==> src/rtl/vurft_pkg.sv <==
`timescale 1ns / 1ps
package vurft_pkg;

  // Frame geometry and memory size
  localparam int DOTS_PER_LINE = 341;
  localparam int LINE_WRAP     = 261;
  localparam int VRAM_DEPTH    = 16384;
  localparam int VRAM_AW       = $clog2(VRAM_DEPTH);

  // Field widths
  localparam int DOT_W  = 9;
  localparam int LINE_W = 9;
  localparam int ADDR_W = 14;

  // Special lines; the all-ones line code is the pre-render line
  localparam logic [LINE_W-1:0] PRE_LINE     = 9'd511;
  localparam logic [LINE_W-1:0] VBLANK_LINE  = 9'd241;
  localparam logic [LINE_W-1:0] ALT_PRE_LINE = 9'd261;

  typedef enum logic [1:0] {
    OP_TICK  = 2'd0,
    OP_READ  = 2'd1,
    OP_WRITE = 2'd2
  } op_t;

  typedef enum logic [2:0] {
    SEL_CTRL     = 3'd0,
    SEL_MASK     = 3'd1,
    SEL_STATUS   = 3'd2,
    SEL_OAM_ADDR = 3'd3,
    SEL_OAM_DATA = 3'd4,
    SEL_SCROLL   = 3'd5,
    SEL_ADDR     = 3'd6,
    SEL_DATA     = 3'd7
  } sel_t;

  typedef struct packed {
    logic [1:0] operation;
    logic [2:0] register_select;
    logic [7:0] write_data;
  } item_t;

  typedef struct packed {
    logic [7:0]        read_data;
    logic              access_error;
    logic              vblank_flag;
    logic              nmi_pulse;
    logic              frame_done;
    logic [ADDR_W-1:0] video_address;
    logic [7:0]        scroll_horizontal;
    logic [7:0]        scroll_vertical;
    logic [7:0]        control_value;
    logic [7:0]        mask_value;
    logic [7:0]        sprite_table_address;
  } result_t;

endpackage

==> src/rtl/vurft_item_if.sv <==
`timescale 1ns / 1ps
interface vurft_item_if;
  import vurft_pkg::*;

  logic  valid;
  logic  ready;
  item_t data;

  modport source (output valid, output data, input ready);
  modport sink (input valid, input data, output ready);
endinterface

==> src/rtl/vurft_result_if.sv <==
`timescale 1ns / 1ps
interface vurft_result_if;
  import vurft_pkg::*;

  logic    valid;
  logic    ready;
  result_t data;

  modport source (output valid, output data, input ready);
  modport sink (input valid, input data, output ready);
endinterface

==> src/rtl/video_unit_register_and_frame_timing.sv <==
`timescale 1ns / 1ps
// Channel   Role    Payload
// -------   -----   ---------------------------------------------------
// item      sink    operation, register_select, write_data
// result    source  read_data, flags, address, scroll and register bytes
//
// State updates at the accepting edge and the result is registered there, so it
// shows in the next cycle; a request may enter in every cycle while the result
// is not stalled.
// rst is synchronous; it clears the dot counter, flags, registers and result valid, and sets the line to pre-render.
// A stalled result holds; a new request is taken only if the result leaves.
module video_unit_register_and_frame_timing (
  input  logic                  clk,
  input  logic                  rst,
  vurft_item_if.sink            item,
  vurft_result_if.source        result
);
  import vurft_pkg::*;

  logic [DOT_W-1:0]  dot_count, dot_count_next;
  logic [LINE_W-1:0] line_count, line_count_next;
  logic              vblank_bit, vblank_bit_next;
  logic              frame_end_bit, frame_end_bit_next;
  logic              write_toggle, write_toggle_next;
  logic [7:0]        control_reg, control_reg_next;
  logic [7:0]        mask_reg, mask_reg_next;
  logic [ADDR_W-1:0] address_reg, address_reg_next;
  logic [7:0]        scroll_x_reg, scroll_x_reg_next;
  logic [7:0]        scroll_y_reg, scroll_y_reg_next;
  logic [7:0]        oam_address_reg, oam_address_reg_next;

  logic [7:0]        read_data_next;
  logic              access_error_next;
  logic              nmi_pulse_next;
  logic              vram_we;
  logic [ADDR_W:0]   vram_wide;
  logic [VRAM_AW-1:0] vram_idx;
  logic [DOT_W:0]    dot_inc;
  logic [LINE_W:0]   line_inc;
  logic              accept;

  logic [7:0]        video_memory [VRAM_DEPTH];

  logic              res_valid;
  result_t           res_data;

  assign accept       = item.valid && item.ready;
  assign item.ready   = !res_valid || result.ready;
  assign result.valid = res_valid;
  assign result.data  = res_data;

  // Reduce the address into the memory range: one compare and subtract
  always_comb begin
    if ({1'b0, address_reg} >= (ADDR_W + 1)'(VRAM_DEPTH)) begin
      vram_wide = {1'b0, address_reg} - (ADDR_W + 1)'(VRAM_DEPTH);
    end else begin
      vram_wide = {1'b0, address_reg};
    end
    vram_idx = vram_wide[VRAM_AW-1:0];
  end

  // Decode the request and compute next state and result fields
  always_comb begin
    dot_count_next       = dot_count;
    line_count_next      = line_count;
    vblank_bit_next      = vblank_bit;
    frame_end_bit_next   = frame_end_bit;
    write_toggle_next    = write_toggle;
    control_reg_next     = control_reg;
    mask_reg_next        = mask_reg;
    address_reg_next     = address_reg;
    scroll_x_reg_next    = scroll_x_reg;
    scroll_y_reg_next    = scroll_y_reg;
    oam_address_reg_next = oam_address_reg;
    read_data_next       = 8'd0;
    access_error_next    = 1'b0;
    nmi_pulse_next       = 1'b0;
    vram_we              = 1'b0;
    dot_inc              = {1'b0, dot_count} + (DOT_W + 1)'(1);
    line_inc             = (line_count == PRE_LINE) ? '0
                                                    : {1'b0, line_count} + (LINE_W + 1)'(1);

    case (item.data.operation)
      OP_TICK: begin
        // Clear frame end on a pre-render line
        if (line_count == PRE_LINE || line_count == ALT_PRE_LINE) begin
          frame_end_bit_next = 1'b0;
        end
        // Enter vertical blank
        if (dot_count == DOT_W'(1) && line_count == VBLANK_LINE) begin
          vblank_bit_next = 1'b1;
          nmi_pulse_next  = control_reg[7];
        end
        // Advance dot, then line at end of line, wrap at frame end
        if (dot_inc >= (DOT_W + 1)'(DOTS_PER_LINE)) begin
          dot_count_next = '0;
          if (line_inc >= (LINE_W + 1)'(LINE_WRAP)) begin
            frame_end_bit_next = 1'b1;
            line_count_next    = PRE_LINE;
          end else begin
            line_count_next = line_inc[LINE_W-1:0];
          end
        end else begin
          dot_count_next = dot_inc[DOT_W-1:0];
        end
      end
      OP_READ: begin
        if (item.data.register_select == SEL_STATUS) begin
          read_data_next    = {vblank_bit, 7'd0};
          vblank_bit_next   = 1'b0;
          write_toggle_next = 1'b0;
        end else begin
          access_error_next = 1'b1;
        end
      end
      OP_WRITE: begin
        case (item.data.register_select)
          SEL_CTRL:     control_reg_next     = item.data.write_data;
          SEL_MASK:     mask_reg_next        = item.data.write_data;
          SEL_OAM_ADDR: oam_address_reg_next = item.data.write_data;
          SEL_SCROLL: begin
            if (!write_toggle) begin
              scroll_x_reg_next = item.data.write_data;
            end else begin
              scroll_y_reg_next = item.data.write_data;
            end
            write_toggle_next = !write_toggle;
          end
          SEL_ADDR: begin
            if (!write_toggle) begin
              address_reg_next = {item.data.write_data[5:0], address_reg[7:0]};
            end else begin
              address_reg_next = {address_reg[ADDR_W-1:8], item.data.write_data};
            end
            write_toggle_next = !write_toggle;
          end
          SEL_DATA: begin
            vram_we          = 1'b1;
            address_reg_next = address_reg + ADDR_W'(1);
          end
          default: access_error_next = 1'b1;
        endcase
      end
      default: access_error_next = 1'b1;
    endcase
  end

  // Hold state and the result register
  always_ff @(posedge clk) begin
    if (rst) begin
      dot_count       <= '0;
      line_count      <= PRE_LINE;
      vblank_bit      <= 1'b0;
      frame_end_bit   <= 1'b0;
      write_toggle    <= 1'b0;
      control_reg     <= '0;
      mask_reg        <= '0;
      address_reg     <= '0;
      scroll_x_reg    <= '0;
      scroll_y_reg    <= '0;
      oam_address_reg <= '0;
      res_valid       <= 1'b0;
    end else begin
      if (accept) begin
        dot_count       <= dot_count_next;
        line_count      <= line_count_next;
        vblank_bit      <= vblank_bit_next;
        frame_end_bit   <= frame_end_bit_next;
        write_toggle    <= write_toggle_next;
        control_reg     <= control_reg_next;
        mask_reg        <= mask_reg_next;
        address_reg     <= address_reg_next;
        scroll_x_reg    <= scroll_x_reg_next;
        scroll_y_reg    <= scroll_y_reg_next;
        oam_address_reg <= oam_address_reg_next;
        res_valid       <= 1'b1;
      end else if (result.ready) begin
        res_valid <= 1'b0;
      end
    end
  end

  // Load result payload on accept
  always_ff @(posedge clk) begin
    if (accept) begin
      res_data.read_data            <= read_data_next;
      res_data.access_error         <= access_error_next;
      res_data.vblank_flag          <= vblank_bit_next;
      res_data.nmi_pulse            <= nmi_pulse_next;
      res_data.frame_done           <= frame_end_bit_next;
      res_data.video_address        <= address_reg_next;
      res_data.scroll_horizontal    <= scroll_x_reg_next;
      res_data.scroll_vertical      <= scroll_y_reg_next;
      res_data.control_value        <= control_reg_next;
      res_data.mask_value           <= mask_reg_next;
      res_data.sprite_table_address <= oam_address_reg_next;
    end
  end

  // Store data writes into video memory
  always_ff @(posedge clk) begin
    if (accept && vram_we) begin
      video_memory[vram_idx] <= item.data.write_data;
    end
  end

endmodule

==> src/flat_wrapper.sv <==
// flat-port wrapper written by rule: the top's interface ports become plain ports
module video_unit_register_and_frame_timing_flat import vurft_pkg::*;
  (clk, rst, item_valid, item_data, item_ready, result_valid, result_data, result_ready);
  vurft_item_if item_i ();
  vurft_result_if result_i ();
  input  logic clk;
  input  logic rst;
  input wire logic [$bits(item_i.valid)-1:0] item_valid;
  input wire logic [$bits(item_i.data)-1:0] item_data;
  output wire logic [$bits(item_i.ready)-1:0] item_ready;
  output wire logic [$bits(result_i.valid)-1:0] result_valid;
  output wire logic [$bits(result_i.data)-1:0] result_data;
  input wire logic [$bits(result_i.ready)-1:0] result_ready;
  assign item_i.valid = item_valid;
  assign item_i.data = item_data;
  assign item_ready = item_i.ready;
  assign result_valid = result_i.valid;
  assign result_data = result_i.data;
  assign result_i.ready = result_ready;
  video_unit_register_and_frame_timing u_core (.clk(clk), .rst(rst), .item(item_i), .result(result_i));
endmodule
==> config.mk <==
export PLATFORM = sky130hd
export DESIGN_NAME = video_unit_register_and_frame_timing_flat
export DESIGN_NICKNAME = d
export VERILOG_FILES = /design/src/rtl/vurft_pkg.sv /design/src/rtl/vurft_item_if.sv /design/src/rtl/vurft_result_if.sv /design/src/rtl/video_unit_register_and_frame_timing.sv /design/src/flat_wrapper.sv
export SDC_FILE = /design/constraint.sdc
export NUM_CORES = 1
export LEC_CHECK = 0
export BUFFER_PORTS_ARGS = -buffer_cell sky130_fd_sc_hd__buf_2
export CORE_AREA = 8 8 158 160
export DETAILED_ROUTE_END_ITERATION = 10
export DIE_AREA = 0 0 166 168
export PLACE_DENSITY = 0.52
export SLEW_MARGIN = 20
export SYNTH_ARGS = -nofsm -noshare
export SYNTH_HDL_FRONTEND = slang
export SYNTH_SLANG_ARGS = --single-unit
==> constraint.sdc <==
create_clock -name clk -period 3.59 [get_ports clk]
set_input_delay 0.5385 -clock clk [delete_from_list [all_inputs] [get_ports clk]]
set_output_delay 0.5385 -clock clk [all_outputs]
set_load 0.1 [all_outputs]
[Yosys cells after proc, flatten, opt, wreduce, memory -nomap -nowiden]
Index checks and enable logic that the tools add are counted.
Cells by class
  add/sub/neg operators: 3
  multiply operators: 0
  div/mod/pow operators: 0
  order comparisons: 2
  equal/unequal tests: 14
  shift-type cells: 0
  multiplexer cells: 33
  bitwise gates (word level): 0
  reductions and logical operators: 17
Operators with widths (number)
  8-bit 2-to-1 mux: 12
  14-bit 2-to-1 mux: 2
  14-bit one-hot mux with 2 select lines: 1
  9-bit by 1-bit adder with 10-bit output (second input constant): 2
  10-bit by 9-bit >= comparator with 1-bit output (second input constant): 2
  9-bit == test (second input constant): 2
  9-bit 2-to-1 mux: 2
  14-bit by 1-bit adder with 14-bit output (second input constant): 1
  1-bit 2-to-1 mux: 12
  10-bit 2-to-1 mux: 1
  3-bit == test (second input constant): 3
  9-bit by 1-bit == test with 1-bit output (second input constant): 1
  9-bit by 8-bit == test with 1-bit output (second input constant): 1
  3-bit by 2-bit == test with 1-bit output (second input constant): 2
  2-bit AND reduction: 3
  6-bit OR reduction: 1
  1-bit one-hot mux with 2 select lines: 2
  4-bit AND reduction: 1
  2-bit nonzero test: 2
  3-bit by 1-bit == test with 1-bit output (second input constant): 1
  3-bit logical NOT: 1
  1-bit one-hot mux with 3 select lines: 1
  3-bit AND reduction: 1
  2-bit by 1-bit == test with 1-bit output (second input constant): 1
  8 further kinds: 11
Word-level totals
  bits in registers: 142
  latch bits: 0
  memory bits (writable): 0
  bits in read-only memories: 0
  input port bits: 17
  output and inout bits: 68
  memories kept: 0

[Depth between registers and ports, before layout]
Gate-level depths: netlist (run 1).
  depth after elaboration: 6
  depth in mapped cells: 10
  gate-level depth less buffers: 10

[Least setup slack after synthesis (run 1)]
No wires, ideal clock.
  path kind: register -> register
  start point: reg u_core.res_valid (netlist: u_core.result.valid)
  end point: reg u_core.res_data (netlist bit u_core.result.data[0]) (enable)
  setup time: 0.446 ns
  arrival: 4.011 ns
  data required time: 3.144 ns
  slack: -0.867 ns
  stages on the path, launching flop included: 6
  buffers on the path: 2
  cell sequence: dfxtp_1 -> nand2b_1 -> nand2_1 -> inv_1 -> clkbuf_1 -> buf_1
Between the ends
  longest elaborated chain between the ends: 3
Ends and longest elaborated chain
  from (decl): RTL line video_unit_register_and_frame_timing.sv:44  | logic res_valid;
  from (signal assigned): RTL line video_unit_register_and_frame_timing.sv:162  | res_valid <= 1'b0;
  from (signal assigned): RTL line video_unit_register_and_frame_timing.sv:176  | res_valid <= 1'b1;
  from (signal assigned): RTL line video_unit_register_and_frame_timing.sv:178  | res_valid <= 1'b0;
  1-bit logical NOT: RTL line video_unit_register_and_frame_timing.sv:48  | assign item.ready = !res_valid || result.ready;
  1-bit logical OR: RTL line video_unit_register_and_frame_timing.sv:48
  net item_ready: RTL line flat_wrapper.sv:10  | output wire logic [$bits(item_i.ready)-1:0] item_ready;
  1-bit logical AND: RTL line video_unit_register_and_frame_timing.sv:47  | assign accept = item.valid && item.ready;
  net u_core.accept: RTL line video_unit_register_and_frame_timing.sv:40  | logic accept;
  to (decl): RTL line video_unit_register_and_frame_timing.sv:45  | result_t res_data;
The timed path passes the listed nets, and every way through them passes these cells.
A chain may end at the register's enable or synchronous reset.

[Worst setup path after layout (run 1)]
  start point: reg u_core.line_count[0]
  end point: reg u_core.line_count[3]
Between the ends
  longest elaborated chain between the ends: 4
  elaborated cells between the ends (all ways): 5
  classes of those cells: add/sub (1); order compare (1); eq/ne (1); mux (2)
Ends and longest elaborated chain
  from (decl): RTL line video_unit_register_and_frame_timing.sv:21  | logic [LINE_W-1:0] line_count, line_count_next;
  from (signal assigned): RTL line video_unit_register_and_frame_timing.sv:166  | line_count <= line_count_next;
  9-bit by 1-bit adder with 10-bit output / 9-bit == test (equally long branches): RTL line video_unit_register_and_frame_timing.sv:81, video_unit_register_and_frame_timing.sv:80
  10-bit 2-to-1 mux (*): RTL line video_unit_register_and_frame_timing.sv:80  | line_inc = (line_count == PRE_LINE) ? '0
  10-bit by 9-bit >= comparator with 1-bit output: RTL line video_unit_register_and_frame_timing.sv:97  | if (line_inc >= (LINE_W + 1)'(LINE_WRAP)) begin
  9-bit 2-to-1 mux (*): RTL line video_unit_register_and_frame_timing.sv:97
Every way passes the cells marked *; elsewhere a longest branch is shown, timed or not.

==> results.cfg, run 1 <==
[yosys]
synth_top_family_by_area = simple AND/OR/NAND/NOR gates
avgSynthCellArea_um2 = 9.65
synthSimpleGateAreaFrac = 0.196
syn-cell-area_um2 = 6620
synth_enable_flop_cells = 59
post_synth_xor_area_fraction = 0.0106
synthCells = 686
ys_seq_elements = 135
yosys_warnings = 0
ys_dominant_reg_cell = sky130_fd_sc_hd__dfxtp_1
synthMuxAreaShare = 0.0834
netlist-cell-type-count = 75
asyncSetResetFlopFracSynth = 0
synth_compound_area_frac = 0.151
seq_area_frac_synth = 0.498
synth-adder-area-share = 0.0151

[worst_setup_path]
r2r.worst_path.cells = 10
crit_path_max_incr_delay_ps = 460
critical_path.endpoint_type = flip-flop
type_of_the_setup_path_with_the_least_slack = reg -> reg
critical_path_peak_fanout = 13
path_common_cell = sky130_fd_sc_hd__ha_1
regToRegStartpoint = u_core.line_count[0]
setup.worst_path.start = u_core.line_count[0]
reg2reg_slack_ps = 470
critPathArrivalTime_ps = 3410
critical_path.startpoint_type = flip-flop
required_ps = 3890
timing.critical_path.to = u_core.line_count[3]
worst_reg2reg_endpoint = u_core.line_count[3]
worstPathCellList = ha_1 -> nand3_1 -> nor2_1 -> ha_1 -> o21ai_0 -> and4b_1 -> a211oi_2 -> nand2_1 -> a21o_1 -> a221o_1
worst_path_max_delay_cell = sky130_fd_sc_hd__dfxtp_1

[worst_hold_path]
worst_hold_startpoint = item_valid
min_path_type = in -> reg

[drt]
dr.first_iter.drc_count = 471
route.final.wire_length_um = 17500
average_wire_length_per_cell_after_detail_routing_um = 16.8
drt_pass1_iterations = 5
num_vias = 5261
drc_errors = 0
vias_per_cell = 5.07
drtAntennaViolNets = 0

[floorplanning]
fp.dieH_um = 168
coreArea_um2 = 22400
floorplan.io_pins = 85
die_width_um = 166
die_area_um2 = 27900
start_util = 0.296
floorplan.rows = 55

[clock_network]
post_cts.repair.setup_buffers = 0
clk_transition_reported_paths_ps = 60
clock_sink_count = 135
cts_tree = built
postCtsResizedCells = 0
clock-root-buffer = sky130_fd_sc_hd__clkbuf_16
numCtsBuffers = 17
h-tree-depth = 4
clkLatencyLatePin_ps = 420
clock_tree.buffer_depth = 2
post_cts_hold_fix_bufs = 0

[cells_and_area]
n_fill_cell = 2266
antenna_cells_inserted = 0
area_growth_pct = 18.4
largest_register_ff_count = 59
postLayoutCoreUtil = 0.350
fin_nets = 764
fraction_of_layout_cells_with_a_size_suffix_above_1 = 0.234

[power_and_ir_drop]
p_int_w = 0.00291
clockPowerShare = 0.452
power.net_switching_w = 0.00123
power_density_nw_per_um2 = 529
share_comb_of_total_power = 0.138
netSwitchingFraction = 0.298
total_leakage_power_nw = 3.06
power_frac_seq = 0.410
peakVddDrop_uv = 278

[run_status]
run_status = finished clean

[sta]
report.final.slew_viol_count = 0
tns_ps = 0
slew_headroom = 0.504
rsz_0062_raised_after_global_routing = no
worstMarginPinSlew_ps = 742
setup_viol = 0
fmaxAchievable_ghz = 0.321
finalClockSkew_ps = 14.7
finalCritPeriodShare = 0.868
hold_violations = 0
fin_crit_ps = 3120

[grt]
grt_overflow_total = 0
largest_net_degree_at_the_start_of_global_routing = 69
grt_first_pass_wirelength_um = 28300
first_global_vias = 5050
antenna_violations_before_repair = 0
grt_util_all_layers = 0.125

[placed_design]
gp_congestion = 0.785
placement.io_buffers = 77
post-dp-hpwl_um = 11500

[run]
maxCapViolCount = 0
## cell usage after synthesis, drive strengths merged (3+ instances only)
| cell | count | share of area |
|---|---|---|
| nor4 | 3 | 0.0028 |
| a21oi | 56 | 0.045 |
| dfxtp | 76 | 0.23 |
| nand2 | 102 | 0.058 |
| nand2b | 14 | 0.013 |
| nor2b | 3 | 0.0028 |
| o311ai | 4 | 0.0053 |
| nand4b | 3 | 0.0040 |
| o31ai | 4 | 0.0053 |
| a21o | 4 | 0.0045 |
| clkbuf | 29 | 0.016 |
| o211a | 9 | 0.014 |
| buf | 26 | 0.022 |
| xor2 | 4 | 0.0053 |
| or3 | 5 | 0.0047 |
| mux2 | 41 | 0.070 |
| inv | 13 | 0.0074 |
| edfxtp | 59 | 0.27 |
| nand4 | 13 | 0.013 |
| a31oi | 3 | 0.0028 |
| a311oi | 6 | 0.0089 |
| ha | 8 | 0.015 |
| xnor2 | 4 | 0.0053 |
| nand3b | 5 | 0.0057 |
| nand3 | 14 | 0.011 |
| and4 | 4 | 0.0057 |
| a22oi | 4 | 0.0045 |
| and2 | 3 | 0.0028 |
| o21ai | 35 | 0.028 |
| nor2 | 55 | 0.032 |
| mux2i | 9 | 0.014 |
| nor3 | 19 | 0.015 |
| or2 | 3 | 0.0028 |
| and3 | 7 | 0.0066 |
| a211oi | 3 | 0.0042 |
| o211ai | 3 | 0.0034 |
## critical path: cells and delay by family (launching register included)
family | cells | cell delay (ps)
AND/OR/NAND/NOR | 4 | 870
flip-flops | 1 | 460
adder cells (fa/ha/maj) | 2 | 750
AO/OA/AOI/OAI | 4 | 910
## per-layer routing
metal	vias up	GRT usage	wire [µm]
li1	2583	-	-
met1	2552	0.168	8700
met2	119	0.197	7850
met3	7	0.0362	847
met4	0	0.0265	74
met5	-	0	0
## area by class of cell
type	count	area, µm²	share of cell area
multi-input cells	488	3050	0.389
flip-flops and latches	135	3290	0.420
clock inverters	13	185	0.0236
well taps	285	357	0.0455
inverters	14	53.8	0.00687
repair buffers	83	443	0.0565
clock buffers	19	453	0.0578
## placed cells by master, fill, tap and decap left out, types with 4 or more instances in the layout
master / count
sky130_fd_sc_hd__nand3_1: 13
sky130_fd_sc_hd__ha_1: 8
sky130_fd_sc_hd__nand4_1: 12
sky130_fd_sc_hd__o311ai_0: 4
sky130_fd_sc_hd__xnor2_1: 4
sky130_fd_sc_hd__a21oi_1: 54
sky130_fd_sc_hd__nor3_1: 18
sky130_fd_sc_hd__or3_1: 5
sky130_fd_sc_hd__nor2_1: 53
sky130_fd_sc_hd__buf_2: 77
sky130_fd_sc_hd__nand2b_1: 13
sky130_fd_sc_hd__o21ai_0: 24
sky130_fd_sc_hd__clkbuf_16: 17
sky130_fd_sc_hd__nand3b_1: 5
sky130_fd_sc_hd__a311oi_1: 5
sky130_fd_sc_hd__a21o_1: 4
sky130_fd_sc_hd__inv_1: 12
sky130_fd_sc_hd__nand2_1: 101
sky130_fd_sc_hd__o211a_1: 9
sky130_fd_sc_hd__buf_4: 5
sky130_fd_sc_hd__and3_1: 7
sky130_fd_sc_hd__conb_1: 7
sky130_fd_sc_hd__mux2i_1: 9
sky130_fd_sc_hd__dfxtp_1: 76
sky130_fd_sc_hd__xor2_1: 4
sky130_fd_sc_hd__edfxtp_1: 59
sky130_fd_sc_hd__clkinv_4: 5
sky130_fd_sc_hd__mux2_2: 41
sky130_fd_sc_hd__o21ai_1: 9
sky130_fd_sc_hd__a22oi_1: 4
## logic make-up after synthesis
group	count (synthesis)
and+or+nand+nor	264
DFF	135
AOI/OAI and AO/OA	151
xor gates and xnor gates	8
muxes	50
adders and majority gates	8
buffers and inverters	69
other	1
## power groups by stage
stage / combinational (W) / sequential, W / clock, W
finish: 0.000574 / 0.00170 / 0.00187
global route: 0.000604 / 0.00171 / 0.00199
CTS: 0.000579 / 0.00170 / 0.00192
detailed placement: 0.000579 / 0.00173 / 0
global placement: 0.000576 / 0.00173 / 0
floorplan: 0.000189 / 0.00202 / 0
## through the flow
step	hold WS (ps)	area [µm²]	worst slack, ps	total power (W)	cells
after floorplan	433	6650	262	0.00221	692
after global placement	438	7190	548	0.00231	1005
after detailed placement	445	7190	522	0.00231	1005
after CTS	359	7830	504	0.00420	1037
after global routing	357	7830	227	0.00430	1037
final	366	7830	473	0.00415	1037
## how the worst min path moves through the flow
stage,end,slack [ps],depth (start not counted)
after global placement,u_core.control_reg[3],440,2
after CTS,u_core.result.valid,360,3
after detailed placement,u_core.control_reg[0],450,2
after global routing,u_core.result.valid,360,3
after floorplan,u_core.control_reg[0],430,2
final,u_core.result.valid,370,3
(Power assumes the default switching activity.)
==> inputs of run 2 (changes only) <==
Settings changed: PLACE_DENSITY 0.52 to 0.5.
Clock period 3.59 ns to 3 ns, I/O delays scaled along.
==> results.cfg, run 2 (synthesis results as in run 1) <==
[sta]
slew_headroom = 0.577
rsz_0062_raised_after_global_routing = no
whs_ps = 267
hold_violations = 0
fin_crit_ps = 2700
report.final.slew_viol_count = 0
finalClockSkew_ps = 12.1
worstMarginPinSlew_ps = 634
tns_ps = 0
fmaxAchievable_ghz = 0.370
finalCritPeriodShare = 0.902
setup_viol = 0

[grt]
grt_util_all_layers = 0.124
first_global_vias = 5024
grt_first_pass_wirelength_um = 27800
grt_overflow_total = 0
antenna_violations_before_repair = 0
largest_net_degree_at_the_start_of_global_routing = 92

[drt]
drc_errors = 0
drt_pass1_iterations = 5
drtAntennaViolNets = 0
dr.first_iter.drc_count = 355
route.final.wire_length_um = 17300
average_wire_length_per_cell_after_detail_routing_um = 16.5
vias_per_cell = 5.09
num_vias = 5319

[cells_and_area]
layout_common_cells = sky130_fd_sc_hd__nand2_1, sky130_fd_sc_hd__buf_2, sky130_fd_sc_hd__dfxtp_1, sky130_fd_sc_hd__edfxtp_1, sky130_fd_sc_hd__a21oi_1
fraction_of_layout_cells_with_a_size_suffix_above_1 = 0.246
finalNonFillerCells = 1046
largest_register_ff_count = 59
n_fill_cell = 2288
layout.cells.most_common = sky130_fd_sc_hd__nand2_1
area_growth_pct = 18.8
antenna_cells_inserted = 0
fin_nets = 773

[worst_setup_path]
critPathArrivalTime_ps = 3020
required_ps = 3320
setup.worst_path.start = u_core.line_count[0]
type_of_the_setup_path_with_the_least_slack = reg -> reg
critical_path.startpoint_type = flip-flop
regToRegStartpoint = u_core.line_count[0]
critical_path_peak_fanout = 9
critical_path.endpoint_type = flip-flop

[placed_design]
placement.io_buffers = 77
gp_congestion = 0.849
post-dp-hpwl_um = 11500
dp_cells = 1014

[clock_network]
clock_tree.buffer_depth = 2
clkLatencyLatePin_ps = 430
clock-root-buffer = sky130_fd_sc_hd__clkbuf_16
clk_transition_reported_paths_ps = 60
h-tree-depth = 4
numCtsBuffers = 17
clock_sink_count = 135
post_cts.repair.setup_buffers = 0
cts_tree = built

[run_status]
run_status = finished clean

[floorplanning]
start_util = 0.296
floorplan.rows = 55
die_width_um = 166
fp.dieH_um = 168
floorplan.io_pins = 85
coreArea_um2 = 22400
die_area_um2 = 27900

[power_and_ir_drop]
power_density_nw_per_um2 = 616
peakVddDrop_uv = 308
total_leakage_power_nw = 3.07

[run]
maxCapViolCount = 0

[worst_hold_path]
worst_hold_startpoint = item_valid
min_path_type = in -> reg
[run 2: power breakdown]
part | internal [W] | total (W) | leakage [nW] | switching [W]
sequential | 0.00200 | 0.00203 | 1.21 | 0.0000379
clock | 0.00120 | 0.00212 | 0.288 | 0.000913
combinational | 0.000110 | 0.000688 | 1.57 | 0.000579
total | 0.00331 | 0.00484 | 3.07 | 0.00153
[run 2: path summary, 6_finish.rpt]
kind         cells after the start                      to  slack (ps)
max                             10    u_core.line_count[3]         300
min reg2reg                      2  u_core.scroll_x_reg[7]         450
min                              3     u_core.result.valid         270
max reg2reg                     10    u_core.line_count[3]         300
[run 2: what timing repair did]
action,in CTS,in global routing
resized for setup,0,1
hold buffers,0,0
setup endpoints to repair,0,1
[run 2: layout make-up]
class / instances / area (µm²) / share of cell area
clock inverters: 14 / 154 / 0.0196
repair buffers: 92 / 510 / 0.0650
flip-flops and latches: 135 / 3290 / 0.419
inverters: 14 / 53.8 / 0.00685
clock buffers: 18 / 439 / 0.0559
multi-input cells: 488 / 3050 / 0.388
well taps: 285 / 357 / 0.0454
[run 2: stage by stage]
| step | utilization | power (W) | area, µm² | worst slack (ps) |
|---|---|---|---|---|
| floorplan | - | 0.00264 | 6650 | 13.1 |
| global placement | 0.325 | 0.00277 | 7260 | 238 |
| detailed placement | 0.325 | 0.00277 | 7260 | 237 |
| CTS | 0.351 | 0.00490 | 7860 | 224 |
| global route | 0.351 | 0.00500 | 7860 | 28.7 |
| finish | 0.351 | 0.00484 | 7860 | 295 |
[run 2: worst max-delay path, stage by stage, from the launching register on]
cell and delay (ps):
sky130_fd_sc_hd__dfxtp_1 460, sky130_fd_sc_hd__ha_1 210, sky130_fd_sc_hd__nand3_1 170, sky130_fd_sc_hd__nor2_1 180, sky130_fd_sc_hd__ha_1 300, sky130_fd_sc_hd__buf_4 170
sky130_fd_sc_hd__nor3_1 60, sky130_fd_sc_hd__a211oi_2 340, sky130_fd_sc_hd__nand2_2 180, sky130_fd_sc_hd__a21o_1 190, sky130_fd_sc_hd__a221o_1 330
[run 2: per-layer routing]
metal / wire length, µm / GRT usage / vias to the layer above / part of all wire
li1: - / - / 2614 / -
met1: 8480 / 0.163 / 2527 / 0.49
met2: 7650 / 0.192 / 153 / 0.44
met3: 881 / 0.0334 / 25 / 0.051
met4: 254 / 0.0466 / 0 / 0.015
met5: 0 / 0 / - / 0
